## config.mk

```make
export PLATFORM = sky130hd
export DESIGN_NAME = spq_cell
export DESIGN_NICKNAME = d
export VERILOG_FILES = /design/src/rtl/core/spq_pkg.sv /design/src/rtl/core/spq_cell.sv
export SDC_FILE = /design/constraint.sdc
export NUM_CORES = 1
export LEC_CHECK = 0
export ABC_AREA = 1
export BUFFER_PORTS_ARGS = -buffer_cell sky130_fd_sc_hd__buf_2
export CORE_ASPECT_RATIO = 0.7
export CORE_MARGIN = 4
export CORE_UTILIZATION = 48
export CTS_CLUSTER_SIZE = 14
export DETAILED_ROUTE_END_ITERATION = 10
export GPL_TIMING_DRIVEN = 0
export PLACE_DENSITY = 0.87
export SLEW_MARGIN = 20
export SYNTH_ARGS = -nofsm -noshare
export SYNTH_HDL_FRONTEND = slang
export SYNTH_SLANG_ARGS = --single-unit
export TNS_END_PERCENT = 50
```

## constraint.sdc

```tcl
create_clock -name i_clk -period 6.3 [get_ports i_clk]
set_clock_uncertainty 0.05 [all_clocks]
set_input_delay 0.945 -clock i_clk [delete_from_list [all_inputs] [get_ports i_clk]]
set_output_delay 0.945 -clock i_clk [all_outputs]
set_load 0.005 [all_outputs]
```

## src/rtl/core/spq_pkg.sv

```systemverilog
// Shared types and constants for the sorted priority queue.
// No dependencies; every other file of the block refers to this package.
`timescale 1ns / 1ps
`default_nettype none

package spq_pkg;

    // Default sizes, used as parameter defaults on the top level.
    localparam int DEPTH_DEF      = 64;
    localparam int PRIO_WIDTH_DEF = 16;
    localparam int CELL_WIDTH_DEF = 16;
    localparam int CNT_WIDTH_DEF  = $clog2(DEPTH_DEF + 1);

    // Operation codes carried by an input item.
    localparam logic OP_INSERT = 1'b0;
    localparam logic OP_POP    = 1'b1;

    // Status reported with every result item.
    typedef enum logic [1:0] {
        ST_OK    = 2'd0,
        ST_FULL  = 2'd1,
        ST_EMPTY = 2'd2
    } t_status;

    // Commands broadcast from the top level to every cell of the chain.
    typedef struct packed {
        logic ins;
        logic pop;
    } t_cell_ctrl;

endpackage

`default_nettype wire

```

## src/rtl/core/spq_cell.sv

```systemverilog
// One slot of the sorted chain: holds an entry and trades it with its neighbors.
// Depends on spq_pkg for the command struct.
`timescale 1ns / 1ps
`default_nettype none

module spq_cell #(
    parameter int PRIO_WIDTH = spq_pkg::PRIO_WIDTH_DEF,
    parameter int CELL_WIDTH = spq_pkg::CELL_WIDTH_DEF
) (
    input  wire logic                  i_clk,
    input  wire spq_pkg::t_cell_ctrl   i_ctrl,
    input  wire logic                  i_occupied,
    input  wire logic [PRIO_WIDTH-1:0] i_new_prio,
    input  wire logic [CELL_WIDTH-1:0] i_new_cell,
    input  wire logic                  i_left_place,
    input  wire logic [PRIO_WIDTH-1:0] i_left_prio,
    input  wire logic [CELL_WIDTH-1:0] i_left_cell,
    input  wire logic [PRIO_WIDTH-1:0] i_right_prio,
    input  wire logic [CELL_WIDTH-1:0] i_right_cell,
    output logic                       o_place,
    output logic [PRIO_WIDTH-1:0]      o_prio,
    output logic [CELL_WIDTH-1:0]      o_cell
);

    logic [PRIO_WIDTH-1:0] r_prio;
    logic [CELL_WIDTH-1:0] r_cell;

    // The new entry belongs at or before this slot when the slot is free
    // or holds a priority greater than or equal to the new one.
    assign o_place = !i_occupied || (r_prio >= i_new_prio);
    assign o_prio  = r_prio;
    assign o_cell  = r_cell;

    // On insert the first placing slot takes the new entry and later ones
    // shift right; on pop every slot takes its right neighbor's entry.
    always_ff @(posedge i_clk) begin
        if (i_ctrl.ins && o_place) begin
            if (i_left_place) begin
                r_prio <= i_left_prio;
                r_cell <= i_left_cell;
            end else begin
                r_prio <= i_new_prio;
                r_cell <= i_new_cell;
            end
        end else if (i_ctrl.pop) begin
            r_prio <= i_right_prio;
            r_cell <= i_right_cell;
        end
    end

endmodule

`default_nettype wire

```

==> flow_summary_export.csv <==
group,metric,value,unit
finish,final_layout_size_suffix_gt1_share,44.0,%
clocking,numCtsBuffers,5,
finish,layout.cells.non_filler,460,
yosys,ys_warn_count,0,
yosys,avgSynthCellArea,8.56,um2
drt,drt_iter0_drc,109,
sta,min_period,3.30,ns
clocking,cts_hold_buf,0,
pwr,leakage,1.66,nW
floorplan,num_io_pins,134,
pwr,switching_share,29.8,%
yosys,syn_inst,266,
drt,routed_wirelength,6.44,mm
finish,fin_util,69.2,%
pwr,p_clk_share,23.6,%
setup_path,startpoint_type,"input port",
setup_path,cp_max_fo,10,
yosys,netlist_area,2280,um2
grt,antenna_found_initial,0,
drt,routedWlPerCell,14.0,um
placement,port_buffers,131,
yosys,yosysUniqueCellTypes,21,
drt,drc_errors,0,
floorplan,start_util,51.1,%
clocking,cts_sinks,32,
finish,antenna_cells,0,
clocking,cts_resized,0,
clocking,cts_tree,"done",
sta,slew-limit-headroom,49.1,%
pwr,power.internal,441,uW
pwr,power_switching,187,uW
placement,dpl_worst_slack,3.01,ns
drt,vias,2305,
clocking,clk_path_buf_depth,2,
drt,first_pass_iters,4,
drt,avgViaCountPerCell,5.01,
clocking,htree_levels,2,
pwr,powerDensity,204,nW/um2
placement,placed_area,3000,um2
grt,grt_pass1_vias,2200,
clocking,cts_root_buf,"clkbuf_8",
clocking,clk_pin_slew,0.06,ns
setup_path,required,5.30,ns
floorplan,die_h,65.6,um
finish,syn_to_final_growth,35.5,%
sta,worstMarginPinSlew,0.760,ns
yosys,synth_area_leader_cell,"edfxtp_1",
setup_path,cp-end-kind,"output pin",
sta,min_period_over_period,52.4,%
drt,antenna_left,0,
setup_path,worstPathArrival,2.31,ns
pwr,combPwrFrac,31.4,%
yosys,ys_seq_area_share,42.2,%
sta,tns,0,ns
placement,routabilityCongestion,0.861,
placement,dp_hpwl,5.13,mm
sta,hold_viol,0,
grt,grt_max_degree,33,
yosys,synth_top_area_share,42.2,%
grt,track_usage,21.7,%
floorplan,coreArea,4450,um2
sta,setup_ws,3.00,ns
floorplan,rows,20,
floorplan,die_w,90.3,um
clocking,clk_latency,0.28,ns
grt,overflow,0,
setup_path,worst-setup-path-type,"in -> out",
yosys,synth_seq_cells,32,
sta,rsz0062_at_grt,"false",
pwr,pwr-share-seq,45.0,%
run,cap_violations,0,
finish,final_cell_area,3080,um2
outcome,outcome,"finished, final reports clean",
sta,max_freq,0.303,GHz
clocking,cts_setup_buffers,0,
yosys,synthTopCellsByArea,"edfxtp_1 42%, nand2_1 15%, ha_1 8.8%",
placement,place_inst,452,
floorplan,die_area,5920,um2
finish,fin_nets,521,
grt,grt_pass1_wl,10.1,mm
min_path,min_path_type,"in -> reg",
yosys,synth_nets,383,
pwr,ir_worst_vdd,0.000117,V
sta,setup_viol,0,
sta,slew_viol_final,0,
[stage by stage]
| step | power [mW] | hold WS [ns] |
|---|---|---|
| 6_report | 0.628 | 0.876 |
| 5_1_grt | 0.670 | 0.877 |
| 4_1_cts | 0.633 | 0.870 |
| 3_5_place_dp | 0.485 | 1.01 |
| 3_3_place_gp | 0.478 | 0.972 |
| 2_1_floorplan | 0.397 | 0.930 |
[worst max-delay path, cell delays in order]
cell and delay, ns:
buf_2 0.07, inv_1 0.04, ha_1 0.31, nand2_1 0.08
inv_1 0.04, nor2_1 0.14, o21ai_1 0.09, a21oi_2 0.15
nand2_4 0.11, buf_4 0.19, buf_2 0.13
[synth_stat cells (all sizes together)]
| cell | count |
|---|---|
| buf | 11 |
| clkbuf | 4 |
| ha | 16 |
| nor2 | 5 |
| inv | 23 |
| o21ai | 17 |
| o21a | 1 |
| nand4 | 1 |
| edfxtp | 32 |
| mux2 | 17 |
| a21oi | 6 |
| nand2 | 100 |
| nor3 | 1 |
| nand3 | 32 |
[power groups by stage]
stage	Combinational (mW)	Clock, mW	Sequential, mW
floorplan	0.107	0	0.290
global placement	0.192	0	0.286
detailed placement	0.198	0	0.287
CTS	0.199	0.151	0.283
global route	0.223	0.161	0.286
finish	0.197	0.148	0.283
[routing by layer]
metal,vias up,GRT usage [%],wire length [um]
li1,1167,-,-
met1,1023,27.1,2690
met2,108,37.5,3070
met5,-,0,0
met3,7,6.18,626
met4,0,5.73,56
[cell families (layout without fill, tap and decap cells)]
group,Yosys count,in the layout,share of synthesized area [%]
fa+ha+maj,16,16,8.80
flops,32,32,42.2
simple gates,139,139,26.6
mux,17,17,8.41
compound gates,24,24,5.55
buf+inv,38,177,8.41
[final cells by class]
cell class / instances / area, um2
buffer: 15 / 105
timing repair buffer: 131 / 656
multi-input combinational: 196 / 1130
sequential: 32 / 961
inverter: 23 / 86.3
clock buffer: 7 / 76.3
fill: 370 / 1370
tap: 55 / 68.8
clock inverter: 1 / 3.75
[flip-flops by register name (all words and copies together) (netlist names)]
register and flops:
o_cell 16, o_prio 16
[final timing paths]
check | start | end | slack, ns | depth (start not counted)
max | i_new_prio[13] | o_place | 3.00 | 11
min | i_right_prio[12] | o_prio[12] | 0.88 | 3
max reg2reg | o_prio[13] | o_cell[9] | 3.75 | 10
min reg2reg | o_prio[14] | o_cell[15] | 1.02 | 7
[layout by cell type (no fill, tap or decap), drive strengths merged]
cell    count
buf       142
nand2     100
nand3      32
edfxtp     32
inv        23
mux2       17
o21ai      17
ha         16
clkbuf     11
a21oi       6
nor2        5
o21a        1
nand4       1
nor3        1
clkinv      1
Power figures use the tool's default switching activity.
